### src/hw/rtl/vic_pkg.sv
package vic_pkg;

	// fixed formats
	localparam int DAC_BITS   = 12;
	localparam int COORD_BITS = 16;
	localparam int SHR        = COORD_BITS - 12;

	// divider sizing: quotients stay below 2^QUO_W
	localparam int NUM_W = 60;
	localparam int DEN_W = 56;
	localparam int QUO_W = 21;

	localparam logic [DAC_BITS-1:0] DAC_MAX = '1;

	// sine polynomial, odd terms of a quarter wave
	localparam logic signed [31:0] SIN_PA9 = 32'sd43068;
	localparam logic signed [31:0] SIN_COEF [4] = '{
		-32'sd1256749, 32'sd21392327, -32'sd173399667, 32'sd421657428
	};

	typedef enum logic [1:0] {
		REQ_SYNC   = 2'd0,
		REQ_LINE   = 2'd1,
		REQ_CIRCLE = 2'd2,
		REQ_NONE   = 2'd3
	} req_kind_t;

	typedef enum logic [1:0] {
		CFG_X_SCALE      = 2'd0,
		CFG_Y_SCALE      = 2'd1,
		CFG_POINT_SETTLE = 2'd2,
		CFG_LOCK_SETTLE  = 2'd3
	} cfg_idx_t;

	typedef struct packed {
		logic [15:0] x_scale;
		logic [15:0] y_scale;
		logic [15:0] point_settle_us;
		logic [15:0] lock_settle_us;
	} cfg_t;

	// classified primitive between front and back
	typedef struct packed {
		req_kind_t          kind;
		logic signed [15:0] xs;
		logic signed [15:0] ys;
		logic signed [15:0] xe;
		logic signed [15:0] ye;
		logic signed [17:0] sy;
		logic [14:0]        radius;
		logic [15:0]        intensity;
	} cmd_t;

	// Q.12 coordinate to dac code, rounded and clamped
	function automatic logic [DAC_BITS-1:0] dac_map(input logic signed [23:0] c);
		logic [11:0]          off;
		logic [DAC_BITS+11:0] v;
		logic [DAC_BITS-1:0]  r;
		off = 12'(c + 24'sd2048);
		v = (DAC_BITS+12)'(off) * (DAC_BITS+12)'(DAC_MAX) + (DAC_BITS+12)'(2048);
		r = v[DAC_BITS+11:12];
		if (c <= -24'sd2048) r = '0;
		else if (c >= 24'sd2048) r = DAC_MAX;
		return r;
	endfunction

endpackage

### src/hw/rtl/vic_fifo.sv
module vic_fifo import vic_pkg::*; (
	input  logic clk,
	input  logic arst_n,
	input  logic push,
	input  cmd_t wdata,
	output logic full,
	input  logic pop,
	output cmd_t rdata,
	output logic empty
);
	localparam int DEPTH = 2;

	cmd_t       mem_q [DEPTH];
	logic       wr_q;
	logic       rd_q;
	logic [1:0] cnt_q;

	// entry storage
	always_ff @(posedge clk) begin
		if (push) mem_q[wr_q] <= wdata;
	end

	// pointers and fill count
	always_ff @(posedge clk or negedge arst_n) begin
		if (!arst_n) begin
			wr_q  <= 1'b0;
			rd_q  <= 1'b0;
			cnt_q <= '0;
		end else begin
			if (push) wr_q <= !wr_q;
			if (pop) rd_q <= !rd_q;
			case ({push, pop})
				2'b10: cnt_q <= cnt_q + 2'd1;
				2'b01: cnt_q <= cnt_q - 2'd1;
				default: cnt_q <= cnt_q;
			endcase
		end
	end

	assign rdata = mem_q[rd_q];
	assign full  = (cnt_q == 2'(DEPTH));
	assign empty = (cnt_q == 2'd0);
endmodule

### config.mk
export PLATFORM = sky130hd
export DESIGN_NAME = vic_fifo
export DESIGN_NICKNAME = d
export VERILOG_FILES = /design/src/hw/rtl/vic_pkg.sv /design/src/hw/rtl/vic_fifo.sv
export SDC_FILE = /design/constraint.sdc
export NUM_CORES = 1
export LEC_CHECK = 0
export ABC_AREA = 1
export ABC_CLOCK_PERIOD_IN_PS = 15890
export BUFFER_PORTS_ARGS = -buffer_cell sky130_fd_sc_hd__buf_2
export CAP_MARGIN = 20
export CORE_ASPECT_RATIO = 1.2
export CORE_MARGIN = 2
export CORE_UTILIZATION = 55
export CTS_CLUSTER_DIAMETER = 40
export DETAILED_ROUTE_END_ITERATION = 7
export PLACE_DENSITY = 0.91
export SYNTH_ARGS = -nofsm -noshare
export SYNTH_HDL_FRONTEND = slang
export SYNTH_SLANG_ARGS = --single-unit
### constraint.sdc
create_clock -name clk -period 15.89 [get_ports clk]
set_clock_uncertainty 0.05 [all_clocks]
set_input_delay 3.178 -clock clk [delete_from_list [all_inputs] [get_ports clk]]
set_output_delay 3.178 -clock clk [all_outputs]
set_load 0.01 [all_outputs]
Word-level counts from Yosys, hierarchy flattened
Memories as Yosys holds them, arrays and structs flattened.
Index checks and enable logic that the tools add are counted.
- output and inout port bits: 117
- bits in latches: 0
- input bits: 119
- ROM bits: 0
- bits in writable memories: 230
- flip-flop bits (word level): 4
- memories kept: 1
- bitwise logic cells: 0
- shift-type cells: 0
- div/mod/pow operators: 0
- equal/unequal tests: 3
- reductions and logical operators: 4
- $lt $le $gt $ge: 0
- mux-type cells: 3
- $mul: 0
- add/subtract/negate cells: 2
- memory list (name ; depth ; width ; rd ports ; clocked after memory_dff ; wr ports ; RTL line ; RTL):
    mem_q ; 2 ; 115 ; 1 ; 0 ; 1 ; vic_fifo.sv:13 ; cmd_t mem_q [DEPTH];
- operators with widths (cell ; count):
    equality test 2 bit, second input constant ; 2
    one-hot mux 2 bit (2 select lines) ; 1
    adder 2 x 1 -> 2 bit, second input constant ; 1
    equality test 2 x 1 -> 1 bit, second input constant ; 1
    zero test 1 bit ; 2
    zero test 2 bit ; 1
    2-to-1 mux 1 bit ; 2
    nonzero test 2 bit ; 1
    subtractor 2 x 1 -> 2 bit, second input constant ; 1

Logic depth before layout (Yosys ltp)
- depth in word-level cells: 2
- depth in mapped cells: 7

Worst setup path after synthesis
OpenSTA, ideal clock, no wires.
- kind: input port to flip-flop
- start: input push
- end: memory mem_q[0][0] (netlist bit) (enable)
- data arrival time: 8.054 ns
- setup time: 0.593 ns
- path slack: 7.193 ns
- stages on the path: 2
- cells stage by stage: inv_1 > nor2_1
- cells in the longest elaborated chain, start to end: 2
- ends and longest elaborated chain (item ; RTL line ; RTL):
    start, declared ; vic_fifo.sv:4 ; input logic push,
    2-to-1 mux 1 bit ; vic_fifo.sv:20 ; if (push) mem_q[wr_q] <= wdata;
    2-to-1 mux 1 bit (implied by the code) ; vic_fifo.sv:20 ;
    end, declared ; vic_fifo.sv:13 ;
Every way passes these cells.

==> flow_summary.ini <==
[detailed_routing]
via_per_inst = 4.92
drt_wl_total_mm = 16.7
drc = 0
vias = 5393
detail_route.wl_per_cell_um = 15.2
drtIter0Drc = 396
firstDrtPassIters = 4
antenna_left = 0

[sta]
timing.final.crit_share = 0.383
hold_viol_final = 0
tns_ps = 0
finalSetupViolations = 0
maxSlewHeadroom = 0.322
min_period_ps = 6080
clock.fmax_mhz = 164
rsz0062_at_grt = false
tightest_slew_ps = 1020
slew_viol_final = 0
worst_slack_ps = 9810

[job]
cap_violations = 0

[synthesis]
syn_avg_cell_area_um2 = 14.2
yosys_warnings = 0
seq_area_frac_synth = 0.792
syn_area_um2 = 8850
synth_nets = 744
ys_seq_elements = 234
synth_cell_type_count = 18
syn_inst = 624

[critical_path]
crit_arrival_ps = 2860
cp-start-kind = flop
cp_max_fo = 115
ff2ff_path_depth = 3
r2r_setup_slack_ps = 13510
worstReg2RegEnd = mem_q[0][24]
worstPathRequired_ps = 12660
path_class = reg2out
critical_path.reg2reg.startpoint = wr_q
end_kind = output pin

[grt]
grt_overflow_total = 0
grt_max_degree = 125
grt_util_all_layers = 0.192
grt_pass1_vias = 5501
antenna_found_initial = 1
grt_pass1_wl_mm = 25.6

[min_path]
hold_end = cnt_q[1]
hold_path_depth = 2
hold_start = cnt_q[1]
hold_path.class = reg2reg

[placement]
place_congestion = 0.813
hpwl_mm = 11.0
place_area_um2 = 10100
place_ws_ps = 10070
portBuffers = 235

[cts]
cts_resized = 0
cts_sinks = 234
clock_path_buffers = 3
post_cts_buffers = 0
clk_pin_slew_worst_paths_ps = 60
clk_latency_ps = 500
cts_made_buffers = 26
cts_tree = yes
cts_htree_levels = 1
cts-root-buf = clkbuf_16
cts_hold_buf = 0

[floorplanning]
die_h_um = 143
core_area_um2 = 15700
fp.dieW_um = 120
io_pins = 236
row_count = 50
start_util = 0.563
dieArea_um2 = 17100

[cells_and_area]
fillerInstances = 1048
syn_to_final_growth_pct = 24.1
layout-drive-gt1-share = 0.335
fin_nets = 987
final_area_um2 = 11000

[outcome]
status = completed

[power_and_ir_drop]
power_density_nw_per_um2 = 181
ir_worst_vdd_mv = 0.121
leakagePower_nw = 4.71
layer usage:
metal	part of all wire	wire length (um)	global-route usage
met5	0	0	0
met1	0.35	5780	0.206
met4	0.039	654	0.0861
met2	0.54	9020	0.359
met3	0.073	1210	0.0447
power breakdown:
part           internal (W)  total, W  switching, W
Clock              0.000348  0.000580      0.000232
Sequential         0.000821  0.000888     0.0000670
Combinational      0.000186  0.000524      0.000338
placed cells by master (no fill, tap or decap), types with 2 or more instances in the layout:
cell type     n
o21ai_2      15
bufinv_16     2
nor2_1        2
o21ai_0     100
clkinv_2      2
nand2_1     120
buf_2       235
edfxtp_1    230
xor2_1        2
inv_6         3
clkbuf_1      5
inv_1       120
buf_4         4
clkbuf_16    27
dfrtp_1       3
clkinvlp_4    2
clkinv_1      4
clkinv_8      2
stage by stage:
| stage | utilization | hold WS [ps] | instances | total power (W) |
|---|---|---|---|---|
| final | 0.699 | 467 | 1096 | 0.00199 |
| after global routing | 0.699 | 500 | 1096 | 0.00209 |
| after CTS | 0.697 | 474 | 1094 | 0.00200 |
| after detailed placement | 0.642 | 460 | 1046 | 0.00142 |
| after global placement | 0.642 | 441 | 1046 | 0.00140 |
| after floorplan | - | 413 | 624 | 0.00124 |
layout make-up:
class                           count  area (um2)  area share
Tap cell                          208         260      0.0237
Inverter                          121         457      0.0416
Clock inverter                     16         168      0.0153
Multi-Input combinational cell    244        1150       0.105
Antenna cell                        1        2.50    0.000228
Clock buffer                       32         694      0.0633
Timing Repair Buffer              240        1230       0.112
Sequential cell                   234        7010       0.639
sequential cells by signal (all words and copies together), names as in the netlist:
register / count
cnt_q: 2
rd_q: 1
wr_q: 1
mem_q: 230
synthesized netlist by cell type:
master / count / area (um2)
buf_2: 2 / 10.0
buf_4: 1 / 7.51
buf_6: 5 / 56.3
clkbuf_1: 4 / 15.0
clkbuf_4: 4 / 30.0
clkbuf_8: 9 / 124
dfrtp_1: 4 / 100
edfxtp_1: 230 / 6910
ha_1: 1 / 12.5
inv_1: 121 / 454
nand2_1: 120 / 450
nand3_1: 1 / 5.00
nand4_1: 1 / 6.26
nor2_1: 3 / 11.3
o21ai_0: 100 / 500
o21ai_2: 15 / 131
xnor2_1: 1 / 8.76
xor2_1: 2 / 17.5
critical path: stages (launching register included):
cell     delay (ps)
dfrtp_4        1060
buf_4           340
buf_16          330
nand2_1         140
o21ai_0         150
buf_2           200
logic make-up after synthesis:
| family | share of synthesized area |
|---|---|
| xor+xnor | 0.00297 |
| flops | 0.792 |
| fa+ha+maj | 0.00141 |
| buf+inv | 0.0788 |
| simple gates | 0.0535 |
| compound gates | 0.0714 |
worst max-delay path by stage:
stage	endpoint	slack, ps	from	cells after the start
2_1_floorplan	mem_q[0][0]	7190	push	2
3_5_place_dp	rdata[90]	10070	rd_q	3
6_report	rdata[105]	9810	rd_q	5
5_1_grt	rdata[105]	9650	rd_q	5
3_3_place_gp	rdata[90]	10080	rd_q	3
4_1_cts	rdata[105]	9510	rd_q	4
No activity file was read; power rests on OpenSTA's default activity.
