**src/hw/rtl/vic_pkg.sv**
```systemverilog
package vic_pkg;

	// fixed formats
	localparam int DAC_BITS   = 12;
	localparam int COORD_BITS = 16;
	localparam int SHR        = COORD_BITS - 12;

	// divider sizing: quotients stay below 2^QUO_W
	localparam int NUM_W = 60;
	localparam int DEN_W = 56;
	localparam int QUO_W = 21;

	localparam logic [DAC_BITS-1:0] DAC_MAX = '1;

	// sine polynomial, odd terms of a quarter wave
	localparam logic signed [31:0] SIN_PA9 = 32'sd43068;
	localparam logic signed [31:0] SIN_COEF [4] = '{
		-32'sd1256749, 32'sd21392327, -32'sd173399667, 32'sd421657428
	};

	typedef enum logic [1:0] {
		REQ_SYNC   = 2'd0,
		REQ_LINE   = 2'd1,
		REQ_CIRCLE = 2'd2,
		REQ_NONE   = 2'd3
	} req_kind_t;

	typedef enum logic [1:0] {
		CFG_X_SCALE      = 2'd0,
		CFG_Y_SCALE      = 2'd1,
		CFG_POINT_SETTLE = 2'd2,
		CFG_LOCK_SETTLE  = 2'd3
	} cfg_idx_t;

	typedef struct packed {
		logic [15:0] x_scale;
		logic [15:0] y_scale;
		logic [15:0] point_settle_us;
		logic [15:0] lock_settle_us;
	} cfg_t;

	// classified primitive between front and back
	typedef struct packed {
		req_kind_t          kind;
		logic signed [15:0] xs;
		logic signed [15:0] ys;
		logic signed [15:0] xe;
		logic signed [15:0] ye;
		logic signed [17:0] sy;
		logic [14:0]        radius;
		logic [15:0]        intensity;
	} cmd_t;

	// Q.12 coordinate to dac code, rounded and clamped
	function automatic logic [DAC_BITS-1:0] dac_map(input logic signed [23:0] c);
		logic [11:0]          off;
		logic [DAC_BITS+11:0] v;
		logic [DAC_BITS-1:0]  r;
		off = 12'(c + 24'sd2048);
		v = (DAC_BITS+12)'(off) * (DAC_BITS+12)'(DAC_MAX) + (DAC_BITS+12)'(2048);
		r = v[DAC_BITS+11:12];
		if (c <= -24'sd2048) r = '0;
		else if (c >= 24'sd2048) r = DAC_MAX;
		return r;
	endfunction

endpackage

```
**src/hw/rtl/vic_req_if.sv**
```systemverilog
interface vic_req_if;
	logic        valid;
	logic        ready;
	logic [1:0]  req_type;
	logic [15:0] x_start;
	logic [15:0] y_start;
	logic [15:0] x_end;
	logic [15:0] y_end;
	logic [14:0] radius;
	logic [15:0] intensity;

	modport source (output valid, req_type, x_start, y_start, x_end, y_end, radius,
		intensity, input ready);
	modport sink (input valid, req_type, x_start, y_start, x_end, y_end, radius,
		intensity, output ready);
endinterface

```
**src/hw/rtl/vic_front.sv**
```systemverilog
module vic_front import vic_pkg::*; (
	vic_req_if.sink req,
	input  logic    full,
	output logic    push,
	output cmd_t    cmd
);
	req_kind_t kind;

	// classify the request, drop unknown types
	always_comb begin
		kind          = req_kind_t'(req.req_type);
		cmd.kind      = kind;
		cmd.xs        = req.x_start;
		cmd.ys        = req.y_start;
		cmd.xe        = req.x_end;
		cmd.ye        = req.y_end;
		cmd.radius    = req.radius;
		cmd.intensity = req.intensity;
		// circles sync at the top of the circle
		cmd.sy = (kind == REQ_CIRCLE) ? 18'($signed(req.y_start)) + 18'(req.radius)
			: 18'($signed(req.y_start));
	end

	assign req.ready = !full;
	assign push      = req.valid && !full && (kind != REQ_NONE);
endmodule

```
**src/flat_wrapper.sv**
```systemverilog
// flat-port wrapper written by rule: the top's interface ports become plain ports
module vic_front_flat import vic_pkg::*;
  (full, push, cmd, req_valid, req_req_type, req_x_start, req_y_start, req_x_end, req_y_end, req_radius, req_intensity, req_ready);
  vic_req_if req_i ();
  input  logic full;
  output logic push;
  output cmd_t cmd;
  input wire logic [$bits(req_i.valid)-1:0] req_valid;
  input wire logic [$bits(req_i.req_type)-1:0] req_req_type;
  input wire logic [$bits(req_i.x_start)-1:0] req_x_start;
  input wire logic [$bits(req_i.y_start)-1:0] req_y_start;
  input wire logic [$bits(req_i.x_end)-1:0] req_x_end;
  input wire logic [$bits(req_i.y_end)-1:0] req_y_end;
  input wire logic [$bits(req_i.radius)-1:0] req_radius;
  input wire logic [$bits(req_i.intensity)-1:0] req_intensity;
  output wire logic [$bits(req_i.ready)-1:0] req_ready;
  assign req_i.valid = req_valid;
  assign req_i.req_type = req_req_type;
  assign req_i.x_start = req_x_start;
  assign req_i.y_start = req_y_start;
  assign req_i.x_end = req_x_end;
  assign req_i.y_end = req_y_end;
  assign req_i.radius = req_radius;
  assign req_i.intensity = req_intensity;
  assign req_ready = req_i.ready;
  vic_front u_core (.req(req_i), .full(full), .push(push), .cmd(cmd));
endmodule
```
**config.mk**
```make
export PLATFORM = sky130hd
export DESIGN_NAME = vic_front_flat
export DESIGN_NICKNAME = d
export VERILOG_FILES = /design/src/hw/rtl/vic_pkg.sv /design/src/hw/rtl/vic_req_if.sv /design/src/hw/rtl/vic_front.sv /design/src/flat_wrapper.sv
export SDC_FILE = /design/constraint.sdc
export NUM_CORES = 1
export LEC_CHECK = 0
export ABC_AREA = 1
export BUFFER_PORTS_ARGS = -buffer_cell sky130_fd_sc_hd__buf_2
export CORE_AREA = 3 3 83 85
export DETAILED_ROUTE_END_ITERATION = 12
export DIE_AREA = 0 0 86 88
export PLACE_DENSITY = 0.83
export SLEW_MARGIN = 20
export SYNTH_ARGS = -nofsm -noshare
export SYNTH_HDL_FRONTEND = slang
export SYNTH_SLANG_ARGS = --single-unit
```
**constraint.sdc**
```tcl
create_clock -name vclk -period 1.4
set_input_delay 0.07 -clock vclk [all_inputs]
set_output_delay 0.07 -clock vclk [all_outputs]
set_load 0.02 [all_outputs]
```
# Word-level counts from Yosys, hierarchy flattened

Index checks and enable logic that the tools add are counted.
W data, S select, Z words.

Register bits after elaboration: 0
Bits of input ports: 99
Output and inout bits: 117
Word-level logic and storage cells: 7

Add/sub/neg operators: 1
Equality and inequality tests: 2
Muxes and demuxes: 1
Reductions and logical operators: 3

Operator list:

| cell                 | count |
|---|---|
| $mux W18             | 1 |
| $add A16 B16 Y17     | 1 |
| $eq A2 B2 Y1 const B | 1 |
| $logic_and A1 B1 Y1  | 2 |
| $ne A2 B2 Y1 const B | 1 |
| $logic_not A1 Y1     | 1 |

# Depth between registers and ports, before layout

Word-level depth: 3
Mapped depth: 11
Depth with buffers taken out: 11

# Worst setup path before layout

Ideal clock, no wire load.

Kind: input-to-output
Start point: in req_radius[0]
End point: out cmd[48] (netlist bit)
Arrival time: 1.639 ns
Data required time: 1.330 ns
Setup slack: -0.309 ns
Cell stages on the path: 8
Path buffers: 1
Cells stage by stage: ha_1 -> fa_1 -> nand2_1 -> a21oi_2 -> nand3_1 -> nand3_1 -> a21oi_1 -> buf_4

RTL lines:

| what               | RTL line           | text |
|---|---|---|
| start: declaration | flat_wrapper.sv:14 | `input wire logic [$bits(req_i.radius)-1:0] req_radius;` |
| end: declaration   | flat_wrapper.sv:7  | `output cmd_t cmd;` |

==> results.md <==
* Run status: finished, violations left
* Failing checks: negative setup slack
* Library cell with the highest instance count after synthesis: sky130_fd_sc_hd__nand2_1
* Vias per cell at 4.44
* I/O pin total at 216
* Antenna violations before repair at 0
* Switching Fraction at 56.4%
* Slowest cell delay on critical path at 370 ps
* Count of port buffers added during placement at 88
* Clk_buf instances at 0
* Number of sequential cells at 0
* Aggregate routed wire length at 5.45 mm
* Average cell area after synthesis at 5.66 um^2
* Final Max Tran Viols at 0
* Required time at the endpoint of the critical path at 1330 ps
* Switching Power at 663 uW
* Row count at 29
* Initial core utilization at 30.6%
* Final setup violation count at 13
* Sequence of cells on the critical path: buf_8 > ha_4 > fa_2 > nand2_4 > nand2_2 > nand3_2 > nand2_4 > or2_1 > nand3_2 > nand2_2 > buf_2
* Number of detailed-route iterations in the first pass at 4
* Diode count at 0
* Leading post-synthesis cells by cell area: sky130_fd_sc_hd__buf_4, sky130_fd_sc_hd__nand2_1, sky130_fd_sc_hd__ha_1
* Internal power at 511 uW
* Die outline width at 86 um
* Multi-input gate area in the final layout at 0.00150 mm^2
* Power density over the cells at 464 mW/mm^2
* Number of nets still failing antenna checks after routing at 0
* CP Data Arrival Time at 1510 ps
* Unrepaired setup endpoints after global routing: yes
* Number of hold violations in the final report at 0
* Share of synthesized area occupied by flip-flops and latches at 0%
* Net count reported at finish at 472
* Power share of the sequential group at 0%
* Portion of total power attributed to the clock network at 0%
* Area Overhead vs Synth at 31.8%
* Total Neg Setup Slack at -1050 ps
* Gp weighted congestion at 0.842
* Placed Instances at 428
* Yosys warning total at 0
* Worst-case vdd ir drop at 0.195 mV
* Number of global-route vias before repair at 1754
* GRT Total Usage at 11.9%
* Worst relative slew slack at 76.9%
* DRC violation count after routing at 0
* Pin count of the biggest net entering global routing at 16
* Leading area contributor after synthesis: sky130_fd_sc_hd__buf_4
* Final worst path period share at 113%
* Fraction of synthesized cell area taken by the top area cell type at 38.7%
* Max frequency at 632 MHz
* Part of the power in combinational logic at 100.0%
* Sequential standard cell area at 0 um^2
* Total Power at 1170 uW
* Actual slew at the worst max-slew pin at 343 ps
* Worst setup path class: input pin to output port
* HPWL reported at the end of detailed placement at 4.21 mm
* Post-Synthesis Net Count at 454
* Startpoint Class: input pin
* Crit. End Element: output port
* Post-DR wirelength/cell at 12.6 um
* Number of filler instances in the final layout at 650
* Number of unique standard cell types used by synthesis at 23
* Post-Synthesis Cell Area at 0.00192 mm^2
* DRT iter0 DRCs at 72
* Die area at 0.00757 mm^2
* Synthesized netlist cell count at 339
* Ranking of synthesized cells by instance count: sky130_fd_sc_hd__nand2_1, sky130_fd_sc_hd__buf_4, sky130_fd_sc_hd__inv_1, sky130_fd_sc_hd__nand3_1, sky130_fd_sc_hd__ha_1
* Pre-CTS setup slack at -354 ps
* Final worst setup slack at -183 ps
* Minimum period implied by the final worst setup slack at 1580 ps
* Leakage dissipation at 0.00136 uW
* Number of cells in the finished layout apart from fillers at 432
* Fraction of final layout cells with drive strength greater than 1 at 58.9%
* Total via count in the routed design at 1916
* Area of the core at 0.00628 mm^2
* First-pass GRT wire length at 7.64 mm
* Die H at 88 um
* Worst-path maximum fanout at 4
* Total overflow reported by the global router at 0
* Worst-path cell with the longest stage delay: sky130_fd_sc_hd__fa_2
* Cell depth of the worst min-delay path at 0
* Number of max-cap violations at 0
* Post-layout utilization of the core at 40.3%
* Path class of the lowest-slack min-delay path: input pin to output port
layout by cell type, fill, tap and decap left out, types with 7 or more instances in the layout:
cell / synthesis / layout
sky130_fd_sc_hd__buf_2: 2 / 72
sky130_fd_sc_hd__buf_4: 99 / 28
sky130_fd_sc_hd__buf_6: 0 / 15
sky130_fd_sc_hd__ha_4: 0 / 14
sky130_fd_sc_hd__inv_1: 41 / 36
sky130_fd_sc_hd__inv_2: 4 / 9
sky130_fd_sc_hd__nand2_1: 104 / 74
sky130_fd_sc_hd__nand2_2: 6 / 24
sky130_fd_sc_hd__nand2_4: 0 / 12
sky130_fd_sc_hd__nand3_1: 19 / 9
sky130_fd_sc_hd__nand3_2: 0 / 7
cell type report:
cell class | count | area share, %
multi-input cells | 193 | 59.1
inverters | 45 | 6.68
repair buffers | 117 | 30.4
well taps | 77 | 3.81
layer usage:
layer / vias up / part of all wire (%) / GRT usage [%]
met4: 0 / 1.8 / 2.73
li1: 983 / - / -
met3: 18 / 6.5 / 1.51
met5: - / 0 / 0
met2: 65 / 51 / 23.0
met1: 850 / 41 / 13.9
cells by family (layout without fill, tap and decap cells):
| logic type | count (synthesis) | count (layout) | synth area share, % |
|---|---|---|---|
| adders and majority gates | 16 | 16 | 10.8 |
| xor gates and xnor gates | 1 | 1 | 0.456 |
| buffers and inverters | 146 | 162 | 48.0 |
| AOI/OAI and AO/OA | 18 | 18 | 5.15 |
| and+or+nand+nor | 158 | 158 | 35.5 |
repair_timing:
action                                  4_1_cts  5_1_grt
endpoints found under the setup margin       16       15
gates resized for setup                      42       89
pin swaps                                     6       31
hold buffers                                  0        0
buffers inserted                              1        3
stage by stage:
stage / hold slack, ps / area, um^2
after global routing: 140 / 2530
final: 140 / 2530
after CTS: 140 / 2120
after floorplan: 224 / 1940
after global placement: 140 / 1910
after detailed placement: 140 / 1910
path summary, 6_finish.rpt:
kind,from,endpoint
setup / recovery,req_radius[0],cmd[37]
hold / removal,req_x_start[4],cmd[101]
power groups by stage:
| stage | sequential (uW) | clock, uW | combinational, uW |
|---|---|---|---|
| 2_1_floorplan | 0 | 0 | 864 |
| 3_3_place_gp | 0 | 0 | 845 |
| 3_5_place_dp | 0 | 0 | 858 |
| 4_1_cts | 0 | 0 | 956 |
| 5_1_grt | 0 | 0 | 1270 |
| 6_report | 0 | 0 | 1170 |
critical path: cells and delay by family:
| family | cells | cell delay, ps |
|---|---|---|
| AND/OR/NAND/NOR | 7 | 680 |
| buffers and inverters | 2 | 250 |
| adder cells (fa/ha/maj) | 2 | 520 |
Note: power is estimated with default switching activity, not from simulation.
